<file path="config.mk">
export PLATFORM = sky130hd
export DESIGN_NAME = bresenham_line_raster_core
export DESIGN_NICKNAME = d
export VERILOG_FILES = /design/src/sv/blr_pkg.sv /design/src/sv/blr_front.sv /design/src/sv/blr_queue.sv /design/src/sv/blr_back.sv /design/src/sv/bresenham_line_raster_core.sv
export SDC_FILE = /design/constraint.sdc
export NUM_CORES = 1
export LEC_CHECK = 0
export BUFFER_PORTS_ARGS = -buffer_cell sky130_fd_sc_hd__buf_2
export CAP_MARGIN = 0
export CORE_ASPECT_RATIO = 1.4
export CORE_MARGIN = 2
export CORE_UTILIZATION = 50
export CTS_BUF_LIST = sky130_fd_sc_hd__clkbuf_8
export CTS_CLUSTER_DIAMETER = 30
export DETAILED_ROUTE_END_ITERATION = 8
export PLACE_DENSITY = 0.68
export SLEW_MARGIN = 0
export SYNTH_ARGS = -nofsm -noshare
export SYNTH_HDL_FRONTEND = slang
export SYNTH_SLANG_ARGS = --single-unit
</file>
<file path="constraint.sdc">
create_clock -name clk -period 10.65 [get_ports clk]
set_input_delay 0.5325 -clock clk [delete_from_list [all_inputs] [get_ports clk]]
set_output_delay 0.5325 -clock clk [all_outputs]
set_load 0.005 [all_outputs]
</file>
<file path="src/sv/blr_pkg.sv">
package blr_pkg;

	localparam int COORD_BITS = 10;
	localparam int LEN_BITS   = COORD_BITS + 1;
	localparam int ERR_BITS   = COORD_BITS + 2;
	localparam int COLOR_BITS = 16;
	localparam int KIND_BITS  = 2;
	localparam int OP_BITS    = 2;

	localparam int QUEUE_DEPTH = 2;
	localparam int QPTR_BITS   = (QUEUE_DEPTH > 1) ? $clog2(QUEUE_DEPTH) : 1;
	localparam int QCNT_BITS   = $clog2(QUEUE_DEPTH + 1);

	typedef logic signed [COORD_BITS-1:0] coord_t;
	typedef logic [COORD_BITS-1:0] mag_t;
	typedef logic [LEN_BITS-1:0] len_t;
	typedef logic signed [ERR_BITS-1:0] err_t;
	typedef logic [COLOR_BITS-1:0] color_t;
	typedef logic [KIND_BITS-1:0] kind_t;
	typedef logic [OP_BITS-1:0] op_t;

	// classified operation codes
	localparam op_t OP_STEP  = 2'd0;
	localparam op_t OP_HSPAN = 2'd1;
	localparam op_t OP_VSPAN = 2'd2;
	localparam op_t OP_LINE  = 2'd3;

	// result kind codes
	localparam kind_t KIND_PIXEL = 2'd0;
	localparam kind_t KIND_HSPAN = 2'd1;
	localparam kind_t KIND_VSPAN = 2'd2;

	localparam logic FUNC_START = 1'b0;

	// one classified command between front and back
	typedef struct packed {
		op_t    op;
		coord_t pos_x;
		coord_t pos_y;
		len_t   len;
		coord_t goal_x;
		coord_t goal_y;
		mag_t   delta_x;
		mag_t   delta_y;
		logic   dir_x_neg;
		logic   dir_y_neg;
		color_t color;
	} cmd_t;

	// queue read side towards the back end
	typedef struct packed {
		logic valid;
		cmd_t cmd;
	} q_head_t;

endpackage

</file>
<file path="src/sv/blr_front.sv">
module blr_front (
	input  logic               func,
	input  blr_pkg::coord_t    start_x,
	input  blr_pkg::coord_t    start_y,
	input  blr_pkg::coord_t    end_x,
	input  blr_pkg::coord_t    end_y,
	input  blr_pkg::color_t    pixel_color,
	output blr_pkg::cmd_t      cmd
);

	localparam int CB = blr_pkg::COORD_BITS;

	logic signed [CB:0] diff_x, diff_y;
	logic signed [CB:0] abs_x, abs_y;
	blr_pkg::mag_t      mag_x, mag_y;
	logic               x_lt, y_lt;

	always_comb begin
		diff_x = $signed({start_x[CB-1], start_x}) - $signed({end_x[CB-1], end_x});
		diff_y = $signed({start_y[CB-1], start_y}) - $signed({end_y[CB-1], end_y});
		abs_x  = diff_x[CB] ? -diff_x : diff_x;
		abs_y  = diff_y[CB] ? -diff_y : diff_y;
		mag_x  = abs_x[CB-1:0];
		mag_y  = abs_y[CB-1:0];
		x_lt   = start_x < end_x;
		y_lt   = start_y < end_y;
	end

	always_comb begin
		cmd.goal_x    = end_x;
		cmd.goal_y    = end_y;
		cmd.delta_x   = mag_x;
		cmd.delta_y   = mag_y;
		cmd.dir_x_neg = !x_lt;
		cmd.dir_y_neg = !y_lt;
		cmd.color     = pixel_color;
		cmd.pos_x     = start_x;
		cmd.pos_y     = start_y;
		cmd.len       = blr_pkg::len_t'(1);
		if (func != blr_pkg::FUNC_START) begin
			cmd.op = blr_pkg::OP_STEP;
		end else if (start_y == end_y) begin
			// equal endpoints land here too, as a span of one
			cmd.op    = blr_pkg::OP_HSPAN;
			cmd.pos_x = x_lt ? start_x : end_x;
			cmd.len   = {1'b0, mag_x} + blr_pkg::len_t'(1);
		end else if (start_x == end_x) begin
			cmd.op    = blr_pkg::OP_VSPAN;
			cmd.pos_y = y_lt ? start_y : end_y;
			cmd.len   = {1'b0, mag_y} + blr_pkg::len_t'(1);
		end else begin
			cmd.op = blr_pkg::OP_LINE;
		end
	end

endmodule

</file>
<file path="src/sv/blr_queue.sv">
module blr_queue (
	input  logic              clk,
	input  logic              arst_n,
	input  logic              push,
	input  blr_pkg::cmd_t     push_cmd,
	output logic              full,
	input  logic              pop,
	output blr_pkg::q_head_t  head
);

	localparam int DEPTH = blr_pkg::QUEUE_DEPTH;
	localparam int PB    = blr_pkg::QPTR_BITS;
	localparam int CB    = blr_pkg::QCNT_BITS;

	blr_pkg::cmd_t  slot_q [DEPTH];
	logic [PB-1:0]  wr_ptr_q, rd_ptr_q;
	logic [CB-1:0]  count_q;
	logic           do_push, do_pop;

	function automatic logic [PB-1:0] ptr_inc(input logic [PB-1:0] p);
		return (p == PB'(DEPTH - 1)) ? '0 : p + PB'(1);
	endfunction

	assign full     = count_q == CB'(DEPTH);
	assign do_push  = push && !full;
	assign do_pop   = pop && (count_q != '0);
	assign head.valid = count_q != '0;
	assign head.cmd   = slot_q[rd_ptr_q];

	always_ff @(posedge clk) begin
		if (do_push) begin
			slot_q[wr_ptr_q] <= push_cmd;
		end
	end

	always_ff @(posedge clk or negedge arst_n) begin
		if (!arst_n) begin
			wr_ptr_q <= '0;
			rd_ptr_q <= '0;
			count_q  <= '0;
		end else begin
			if (do_push) begin
				wr_ptr_q <= ptr_inc(wr_ptr_q);
			end
			if (do_pop) begin
				rd_ptr_q <= ptr_inc(rd_ptr_q);
			end
			if (do_push && !do_pop) begin
				count_q <= count_q + CB'(1);
			end else if (do_pop && !do_push) begin
				count_q <= count_q - CB'(1);
			end
		end
	end

	a_count_bound: assert property (@(posedge clk) disable iff (!arst_n)
		count_q <= CB'(DEPTH))
		else $error("queue count beyond depth");

	a_count_track: assert property (@(posedge clk) disable iff (!arst_n)
		(do_push && !do_pop) |=> (count_q == $past(count_q) + CB'(1)))
		else $error("queue count missed a push");

endmodule

</file>
<file path="src/sv/blr_back.sv">
module blr_back (
	input  logic               clk,
	input  logic               arst_n,
	input  blr_pkg::q_head_t   head,
	output logic               pop,
	output logic               out_valid,
	input  logic               out_stall,
	output blr_pkg::kind_t     kind,
	output blr_pkg::coord_t    out_x,
	output blr_pkg::coord_t    out_y,
	output blr_pkg::len_t      span_length,
	output blr_pkg::color_t    out_color,
	output logic               last
);

	localparam int CB = blr_pkg::COORD_BITS;
	localparam int EB = blr_pkg::ERR_BITS;

	// line walker state
	logic              busy_q;
	blr_pkg::coord_t   cur_x_q, cur_y_q, goal_x_q, goal_y_q;
	blr_pkg::mag_t     dx_q, dy_q;
	blr_pkg::err_t     err_q;
	logic              dir_x_neg_q, dir_y_neg_q;
	blr_pkg::color_t   color_q;

	// result register
	logic              res_valid_q;
	blr_pkg::kind_t    res_kind_q;
	blr_pkg::coord_t   res_x_q, res_y_q;
	blr_pkg::len_t     res_len_q;
	blr_pkg::color_t   res_color_q;
	logic              res_last_q;

	logic                   advance, emits, is_step;
	logic signed [EB:0]     e2, neg_dy, dx_ext;
	logic                   move_x, move_y;
	blr_pkg::coord_t        nx, ny;
	blr_pkg::err_t          err_nxt;
	logic                   fin;

	assign advance = head.valid && (!res_valid_q || !out_stall);
	assign pop     = advance;
	assign is_step = head.cmd.op == blr_pkg::OP_STEP;
	assign emits   = !is_step || busy_q;

	always_comb begin
		e2      = $signed({err_q, 1'b0});
		neg_dy  = -$signed({3'b000, dy_q});
		dx_ext  = $signed({3'b000, dx_q});
		move_x  = e2 > neg_dy;
		move_y  = e2 < dx_ext;
		err_nxt = err_q;
		nx      = cur_x_q;
		ny      = cur_y_q;
		if (move_x) begin
			err_nxt = err_nxt - $signed({2'b00, dy_q});
			nx      = dir_x_neg_q ? cur_x_q - CB'(1) : cur_x_q + CB'(1);
		end
		if (move_y) begin
			err_nxt = err_nxt + $signed({2'b00, dx_q});
			ny      = dir_y_neg_q ? cur_y_q - CB'(1) : cur_y_q + CB'(1);
		end
		fin = (nx == goal_x_q) && (ny == goal_y_q);
	end

	always_ff @(posedge clk or negedge arst_n) begin
		if (!arst_n) begin
			busy_q      <= 1'b0;
			res_valid_q <= 1'b0;
		end else begin
			if (advance) begin
				res_valid_q <= emits;
				case (head.cmd.op)
					blr_pkg::OP_STEP: begin
						if (busy_q && fin) begin
							busy_q <= 1'b0;
						end
					end
					blr_pkg::OP_LINE: busy_q <= 1'b1;
					default:          busy_q <= 1'b0;
				endcase
			end else if (res_valid_q && !out_stall) begin
				res_valid_q <= 1'b0;
			end
		end
	end

	always_ff @(posedge clk) begin
		if (advance) begin
			case (head.cmd.op)
				blr_pkg::OP_STEP: begin
					if (busy_q) begin
						cur_x_q     <= nx;
						cur_y_q     <= ny;
						err_q       <= err_nxt;
						res_kind_q  <= blr_pkg::KIND_PIXEL;
						res_x_q     <= nx;
						res_y_q     <= ny;
						res_len_q   <= blr_pkg::len_t'(1);
						res_color_q <= color_q;
						res_last_q  <= fin;
					end
				end
				blr_pkg::OP_LINE: begin
					cur_x_q     <= head.cmd.pos_x;
					cur_y_q     <= head.cmd.pos_y;
					goal_x_q    <= head.cmd.goal_x;
					goal_y_q    <= head.cmd.goal_y;
					dx_q        <= head.cmd.delta_x;
					dy_q        <= head.cmd.delta_y;
					dir_x_neg_q <= head.cmd.dir_x_neg;
					dir_y_neg_q <= head.cmd.dir_y_neg;
					err_q       <= $signed({2'b00, head.cmd.delta_x})
						- $signed({2'b00, head.cmd.delta_y});
					color_q     <= head.cmd.color;
					res_kind_q  <= blr_pkg::KIND_PIXEL;
					res_x_q     <= head.cmd.pos_x;
					res_y_q     <= head.cmd.pos_y;
					res_len_q   <= blr_pkg::len_t'(1);
					res_color_q <= head.cmd.color;
					res_last_q  <= 1'b0;
				end
				default: begin
					color_q     <= head.cmd.color;
					res_kind_q  <= (head.cmd.op == blr_pkg::OP_HSPAN)
						? blr_pkg::KIND_HSPAN : blr_pkg::KIND_VSPAN;
					res_x_q     <= head.cmd.pos_x;
					res_y_q     <= head.cmd.pos_y;
					res_len_q   <= head.cmd.len;
					res_color_q <= head.cmd.color;
					res_last_q  <= 1'b1;
				end
			endcase
		end
	end

	assign out_valid   = res_valid_q;
	assign kind        = res_kind_q;
	assign out_x       = res_x_q;
	assign out_y       = res_y_q;
	assign span_length = res_len_q;
	assign out_color   = res_color_q;
	assign last        = res_last_q;

	a_span_is_last: assert property (@(posedge clk) disable iff (!arst_n)
		(res_valid_q && res_kind_q != blr_pkg::KIND_PIXEL) |-> res_last_q)
		else $error("span result without last");

	a_last_idles: assert property (@(posedge clk) disable iff (!arst_n)
		(res_valid_q && res_last_q) |-> !busy_q)
		else $error("engine still busy after last result");

	a_last_at_goal: assert property (@(posedge clk) disable iff (!arst_n)
		(res_valid_q && res_last_q && res_kind_q == blr_pkg::KIND_PIXEL)
		|-> (res_x_q == goal_x_q && res_y_q == goal_y_q))
		else $error("last pixel not at far endpoint");

endmodule

</file>
<file path="src/sv/bresenham_line_raster_core.sv">
// Bresenham line rasterizer. A start transaction (func 0) carries two endpoints and
// a color: a horizontal line (equal y, including a single point) gives one horizontal
// span from the smaller x, a vertical line one vertical span from the smaller y, both
// flagged last; any other line gives its first endpoint as a pixel and arms the walker.
// Each step transaction (func 1) then gives the next pixel, and the one at the far
// endpoint is flagged last, after which steps give nothing until the next start. A
// start while a line runs abandons it. The front end classifies each transaction and
// computes spans and deltas in the cycle it is accepted, a two entry queue holds it,
// and the walker retires one command a clock into the result register, so up to one
// result per clock leaves while out_stall stays low. With the queue empty, a command
// is registered in a queue slot and then its result in the result register.
module bresenham_line_raster_core (
	input  logic              clk,
	input  logic              arst_n,
	// command channel
	input  logic              in_valid,
	output logic              in_stall,
	input  logic              func,
	input  blr_pkg::coord_t   start_x,
	input  blr_pkg::coord_t   start_y,
	input  blr_pkg::coord_t   end_x,
	input  blr_pkg::coord_t   end_y,
	input  blr_pkg::color_t   pixel_color,
	// result channel
	output logic              out_valid,
	input  logic              out_stall,
	output blr_pkg::kind_t    kind,
	output blr_pkg::coord_t   out_x,
	output blr_pkg::coord_t   out_y,
	output blr_pkg::len_t     span_length,
	output blr_pkg::color_t   out_color,
	output logic              last
);

	blr_pkg::cmd_t     front_cmd;
	blr_pkg::q_head_t  q_head;
	logic              q_full;
	logic              q_pop;

	// stall only on a full queue, so it never looks at in_valid
	assign in_stall = q_full;

	// classify and precompute span start, length and deltas
	blr_front u_front (
		.func        (func),
		.start_x     (start_x),
		.start_y     (start_y),
		.end_x       (end_x),
		.end_y       (end_y),
		.pixel_color (pixel_color),
		.cmd         (front_cmd)
	);

	// decouples acceptance from result back pressure
	blr_queue u_queue (
		.clk      (clk),
		.arst_n   (arst_n),
		.push     (in_valid),
		.push_cmd (front_cmd),
		.full     (q_full),
		.pop      (q_pop),
		.head     (q_head)
	);

	// line walker and result register
	blr_back u_back (
		.clk         (clk),
		.arst_n      (arst_n),
		.head        (q_head),
		.pop         (q_pop),
		.out_valid   (out_valid),
		.out_stall   (out_stall),
		.kind        (kind),
		.out_x       (out_x),
		.out_y       (out_y),
		.span_length (span_length),
		.out_color   (out_color),
		.last        (last)
	);

endmodule
</file>
==> impl_metrics.json, run 1 <==
{
  "status": "completed",
  "setup_viol": 0,
  "busiest_layer": "met2",
  "maxSlewViolCount": 0,
  "nNetsFinal": 1760,
  "clk_pin_slew_ns": 0.06,
  "end_kind": "flip-flop",
  "clock_latency_ns": 0.62,
  "drtPass1Iterations": 5,
  "num_io_pins": 113,
  "syn_to_final_growth_pct": 13.14,
  "grt_pass1_wl_microns": 63960,
  "synth_ff_type": "edfxtp_1",
  "grt_util_met2": 0.3881,
  "power_density_mw_per_mm2": 335.7,
  "synth_cells": 1452,
  "avgRoutedWirePerCell_microns": 19.47,
  "multiInputGateArea_sq_mm": 0.007677,
  "fmax_mhz": 166.5,
  "reg2reg_depth": 19,
  "track_usage": 0.2199,
  "ant_nets": 0,
  "crit_required_ns": 10.98,
  "viasPerCell": 5.594,
  "die_h_microns": 228.6,
  "max-slew-margin-rel": 0.2518,
  "hold_viol": 0,
  "syn_avg_cell_area_sq_um": 12.40,
  "final_core_util": 0.5708,
  "clockRootBuffer": "clkbuf_8",
  "hpwl_microns": 29720,
  "vias": 11760,
  "cts-buffers-inserted": 58,
  "die_x_microns": 164.4,
  "setup_tns_ns": 0,
  "synth.distinct_cells": 81,
  "fill_cells": 3007,
  "synth_edf_count": 322,
  "portBuffers": 112,
  "finalClockSkew_ns": 0.02035,
  "final_layout_size_suffix_gt1_frac": 0.2038,
  "overflow": 0,
  "crit_path_start_kind": "flip-flop",
  "rows": 82,
  "core_area_sq_mm": 0.03570,
  "syn-num-nets": 1619,
  "cts_max_level": 2,
  "clock_sinks": 328,
  "hold-path-cell-count": 1,
  "post_cts_buffers": 0,
  "min_period_ns": 6.006,
  "cts_tree": "yes",
  "routed_wl_microns": 40920,
  "crit_arrival_ns": 6.33,
  "cts_max_path_buffers": 3,
  "yosysSeqAreaShare": 0.5452,
  "yosys_warnings": 0,
  "start_util": 0.5045,
  "p_leak_nw": 7.865,
  "ir_worst_vdd_v": 0.0001690,
  "globalRouteMet3Util": 0.03629,
  "cp_max_fo": 18,
  "post-route-period-util": 0.5639,
  "drc": 0,
  "dieArea_sq_mm": 0.03758,
  "place_congestion": 0.9178,
  "grt_pass1_vias": 12040,
  "drt_iter0_markers": 702,
  "async_reset_ff_frac": 0.01829,
  "ys_seq_elements": 328,
  "register_area_sq_mm": 0.009823,
  "tightest_slew_ns": 1.121,
  "rsz0062_at_grt": "no",
  "antenna_found_initial": 3,
  "grt_max_degree": 65,
  "hold_class": "input port to flip-flop",
  "crit_type": "flip-flop to flip-flop",
  "grt_use_met1": 0.2713,
  "maxCapViolCount": 0,
  "syn_area_sq_mm": 0.01801
}
-- state kept, by name (all words and copies together) (netlist names), 11 cells and up --
name                count
u_back.span_length     11
u_back.out_color       16
u_queue.slot_q        182
u_back.color_q         16
u_back.err_q           12
-- synth_stat cells (30+ instances only) --
| library cell | number | share of area |
|---|---|---|
| xor2_1 | 37 | 0.018 |
| inv_1 | 102 | 0.021 |
| mux2i_1 | 40 | 0.022 |
| nand2_1 | 74 | 0.015 |
| o21ai_0 | 46 | 0.013 |
| nor2b_1 | 40 | 0.014 |
| ha_1 | 99 | 0.069 |
| xnor2_1 | 83 | 0.040 |
| nor3_1 | 30 | 0.0083 |
| clkbuf_1 | 31 | 0.0065 |
| mux2_2 | 94 | 0.059 |
| a21oi_1 | 89 | 0.025 |
| edfxtp_1 | 322 | 0.54 |
| nor2_1 | 58 | 0.012 |
-- cells by family after synthesis --
family	share of synthesized area
fa+ha+maj	0.07655
compound gates	0.1139
flops	0.5452
mux	0.08100
simple gates	0.08774
xor+xnor	0.06426
buf+inv	0.03133
-- cell usage in the layout (no fill, tap or decap), types with 8 or more instances in the layout --
master and instances:
o21ai_0 46, nor4_1 8, nor2_1 55, o31ai_1 8, o31a_1 11, inv_1 113
and2_1 13, mux2i_1 40, nand2_1 74, mux2_2 94, buf_4 11, inv_6 9
edfxtp_1 322, nand4_1 14, xor2_1 37, nand2b_1 14, clkbuf_8 58, nor3_1 30
a21o_1 24, clkinv_1 8, ha_1 98, o22ai_1 15, a211oi_1 26, buf_2 112
nor2b_1 40, xnor2_1 83, a21oi_1 88, nand3_1 24
-- metal layers --
metal	part of all wire	wire, microns
met5	0.00059	24
met4	0.030	1226
met3	0.044	1820
met2	0.51	20790
met1	0.42	17060
-- critical path, stage by stage, from the launching register on --
cell and delay (ns):
edfxtp_1 0.43, nor3_1 0.41, nand2_1 0.23, o41ai_1 0.29, o21ai_0 0.16, ha_1 0.20
a21o_1 0.17, a2111o_1 0.49, o31ai_4 0.63, mux2_2 0.45, ha_1 0.28, a21o_1 0.16
a21oi_1 0.23, o21bai_1 0.13, a2111oi_0 0.70, o31ai_1 0.24, a21oi_1 0.19, nor3_1 0.07
xnor2_1 0.18, o22ai_1 0.10
-- layout make-up --
cell class              instances  share of cell area
flip-flops and latches        328              0.4820
multi-input cells             979              0.3767
clock buffers                  58             0.03917
repair buffers                124             0.03205
well taps                     462             0.02837
clock inverters                48             0.02272
inverters                     102             0.01879
diodes                          1           0.0001228
-- report_power, final --
group | internal [W] | switching, W
clock network | 0.000702 | 0.000552
logic | 0.00136 | 0.00187
registers | 0.00210 | 0.000258
-- repair_timing --
item,4_1_cts,5_1_grt
hold buffers,1,0
hold endpoints to repair,6,0
resized for setup,0,0
-- metrics by stage --
stage / setup WS (ns) / area (sq um) / cells / hold slack (ns) / total power, W
after floorplan: 5.332 / 18010 / 1452 / 0.2369 / 0.004713
after global placement: 4.953 / 19100 / 1994 / 0.3733 / 0.005503
after detailed placement: 4.784 / 19100 / 1994 / 0.3800 / 0.005580
after CTS: 4.737 / 20380 / 2101 / 0.05806 / 0.006870
after global routing: 4.135 / 20380 / 2101 / 0.07330 / 0.007328
final: 4.644 / 20380 / 2102 / 0.1108 / 0.006841
-- final timing paths --
check / from / endpoint / slack [ns]
worst max-delay path: u_back.dy_q[0] / u_back.err_q[11] / 4.64
worst min-delay path: pixel_color[5] / u_queue.slot_q[0][5] / 0.11
worst max register to register: u_back.dy_q[0] / u_back.err_q[11] / 4.64
worst min register to register: u_queue.count_q[1] / u_queue.count_q[1] / 0.51
max in group asynchronous: arst_n / u_queue.rd_ptr_q / 10.18
min in group asynchronous: arst_n / u_queue.count_q[1] / 0.29
(Power assumes the default switching activity.)
==> inputs of run 2 (changes only) <==
- clock period: 10.65 -> 5.7 ns (I/O delays scaled with it)
==> run 2 against run 1 <==
Effect of this change:
- wire length up 0.82%
- highest routed layer is now met4
- clock power up 90%
- flip-flop and latch count unchanged
- critical endpoint is now u_back.err_q[10]
- critical path type unchanged
- utilization up 1.3 points
- largest cell class unchanged
==> impl_metrics.json, run 2 (synthesis results as in run 1) <==
{
  "status": "completed",
  "rsz0062_at_grt": "no",
  "tightest_slew_ns": 1.145,
  "die_x_microns": 164.4,
  "clk_pin_slew_ns": 0.07,
  "power_density_mw_per_mm2": 619.7,
  "crit_arrival_ns": 5.59,
  "setup_tns_ns": 0,
  "clockRootBuffer": "clkbuf_8",
  "ant_nets": 0,
  "start_util": 0.5045,
  "cts_tree": "yes",
  "grt_pass1_vias": 12190,
  "fmax_mhz": 190.8,
  "fill_cells": 2939,
  "clock_sinks": 328,
  "largest-register": "u_queue.slot_q",
  "drc": 0,
  "cts_max_path_buffers": 3,
  "hold_viol": 0,
  "min_period_ns": 5.242,
  "vias": 11980,
  "post-route-period-util": 0.9197,
  "drt_iter0_markers": 643,
  "pre_cts_slack_ns": 0.2636,
  "stdcell_area_sq_mm": 0.02086,
  "place_area_sq_mm": 0.01915,
  "core_area_sq_mm": 0.03570,
  "grt_max_degree": 65,
  "drtPass1Iterations": 5,
  "hold_class": "input port to asynchronous set/reset pin",
  "max-slew-margin-rel": 0.2357,
  "dieArea_sq_mm": 0.03758,
  "avgRoutedWirePerCell_microns": 19.23,
  "final_layout_size_suffix_gt1_frac": 0.2051,
  "cp_slowest_cell": "or3_1",
  "maxSlewViolCount": 0,
  "syn_to_final_growth_pct": 15.82,
  "cts_max_level": 2,
  "p_leak_nw": 8.058,
  "layout_common_cells": "edfxtp_1 (322), inv_1 (112), buf_2 (112), ha_1 (98), mux2_2 (94)",
  "layout.cells.non_filler": 2145,
  "viasPerCell": 5.587,
  "cp_cell_sequence": "nor3_2 -> nand2_1 -> o41ai_1 -> o21ai_0 -> ha_1 -> nand4_1 -> or3_1 -> a2bb2oi_2 -> o31ai_4 -> buf_4 -> o21ai_0 -> ha_1 -> fa_1 -> a21o_1 -> a21oi_1 -> o21bai_1 -> a21oi_1 -> nor2_1 -> o31a_1 -> o31ai_1 -> xnor2_1 -> o22ai_1",
  "num_io_pins": 113,
  "crit_path_start_kind": "flip-flop",
  "critPathBufInv": 1,
  "cts-buffers-inserted": 56,
  "maxCapViolCount": 0,
  "track_usage": 0.2198,
  "finalClockSkew_ns": 0.04363,
  "place_congestion": 0.8940,
  "ir_worst_vdd_v": 0.0002730,
  "nNetsFinal": 1803,
  "routed_wl_microns": 41250,
  "die_h_microns": 228.6,
  "cpLargestDelayFamily": "compound AO/OA/AOI/OAI gates",
  "largest_reg_flops": 182,
  "cp_max_fo": 12,
  "dp_cells": 2000,
  "end_kind": "flip-flop",
  "clock_latency_ns": 0.61,
  "overflow": 0,
  "slowest_delay_ns": 0.46,
  "antenna_found_initial": 1,
  "portBuffers": 112,
  "rows": 82,
  "mostFrequentLayoutCell": "edfxtp_1",
  "hpwl_microns": 29970,
  "setup_viol": 0,
  "crit_required_ns": 6.04,
  "worst_slack_ns": 0.4576,
  "crit_type": "flip-flop to flip-flop",
  "grt_pass1_wl_microns": 63940
}
-- run 2: cell types whose count changed in the layout (fill, tap and decap cells not counted), sizes merged --
cell / delta
dlygate4sd3: +38
inv: -7
clkinvlp: +4
buf: +7
bufinv: +2
clkinv: -1
-- run 2: worst register-to-register path: stages (launching register included) --
cell,delay [ns]
edfxtp_1,0.44
nor3_2,0.25
nand2_1,0.13
o41ai_1,0.25
o21ai_0,0.15
ha_1,0.30
nand4_1,0.11
or3_1,0.46
a2bb2oi_2,0.24
o31ai_4,0.10
buf_4,0.23
o21ai_0,0.13
ha_1,0.24
fa_1,0.41
a21o_1,0.18
a21oi_1,0.22
o21bai_1,0.10
a21oi_1,0.20
nor2_1,0.10
o31a_1,0.27
o31ai_1,0.25
xnor2_1,0.15
o22ai_1,0.09
-- run 2: path summary, 6_finish.rpt --
| path | from | end | slack [ns] | depth (start not counted) |
|---|---|---|---|---|
| setup / recovery | u_back.dy_q[2] | u_back.err_q[10] | 0.46 | 22 |
| hold / removal | arst_n | u_queue.rd_ptr_q | 0.05 | 2 |
| setup reg to reg | u_back.dy_q[2] | u_back.err_q[10] | 0.46 | 22 |
| hold reg to reg | u_back.out_valid | u_back.out_valid | 0.49 | 2 |
| max in group asynchronous | arst_n | u_queue.rd_ptr_q | 5.48 | 2 |
| min in group clk | start_y[5] | u_queue.slot_q[0][74] | 0.06 | 2 |
-- run 2: metal layers --
layer	share of wire	track usage	vias up
li1	-	-	5822
met1	0.43	0.2783	5761
met2	0.49	0.3681	294
met3	0.038	0.03012	107
met4	0.050	0.1095	0
met5	0	0	-
-- run 2: area by class of cell --
cell class	instances	area, sq um	share of cell area
sequential	328	9823	0.4709
multi-input combinational	979	7706	0.3694
timing repair buffer	169	1086	0.05206
clock buffer	58	798.3	0.03827
tap	462	578.1	0.02771
clock inverter	46	483.0	0.02315
inverter	102	382.9	0.01835
antenna	1	2.502	0.0001200
-- run 2: where the power goes --
group	internal, W	switching [W]
Sequential	0.00392	0.000469
Combinational	0.00261	0.00355
Clock	0.00138	0.00100
Total	0.00791	0.00502
-- run 2: what timing repair did --
item,in CTS,in global routing
buffers inserted,0,1
endpoints found under the hold margin,81,0
resized for setup,0,5
endpoints found under the setup margin,0,4
hold buffers,39,0
-- run 2: per-stage QoR --
step                      hold slack (ns)  utilization  power, W
final                             0.04808       0.5842   0.01293
after global routing              0.01475       0.5842   0.01384
after CTS                        0.009392       0.5832   0.01297
after detailed placement           0.1284       0.5363   0.01049
after global placement             0.1249       0.5363   0.01036
after floorplan                  -0.01059            -  0.008807
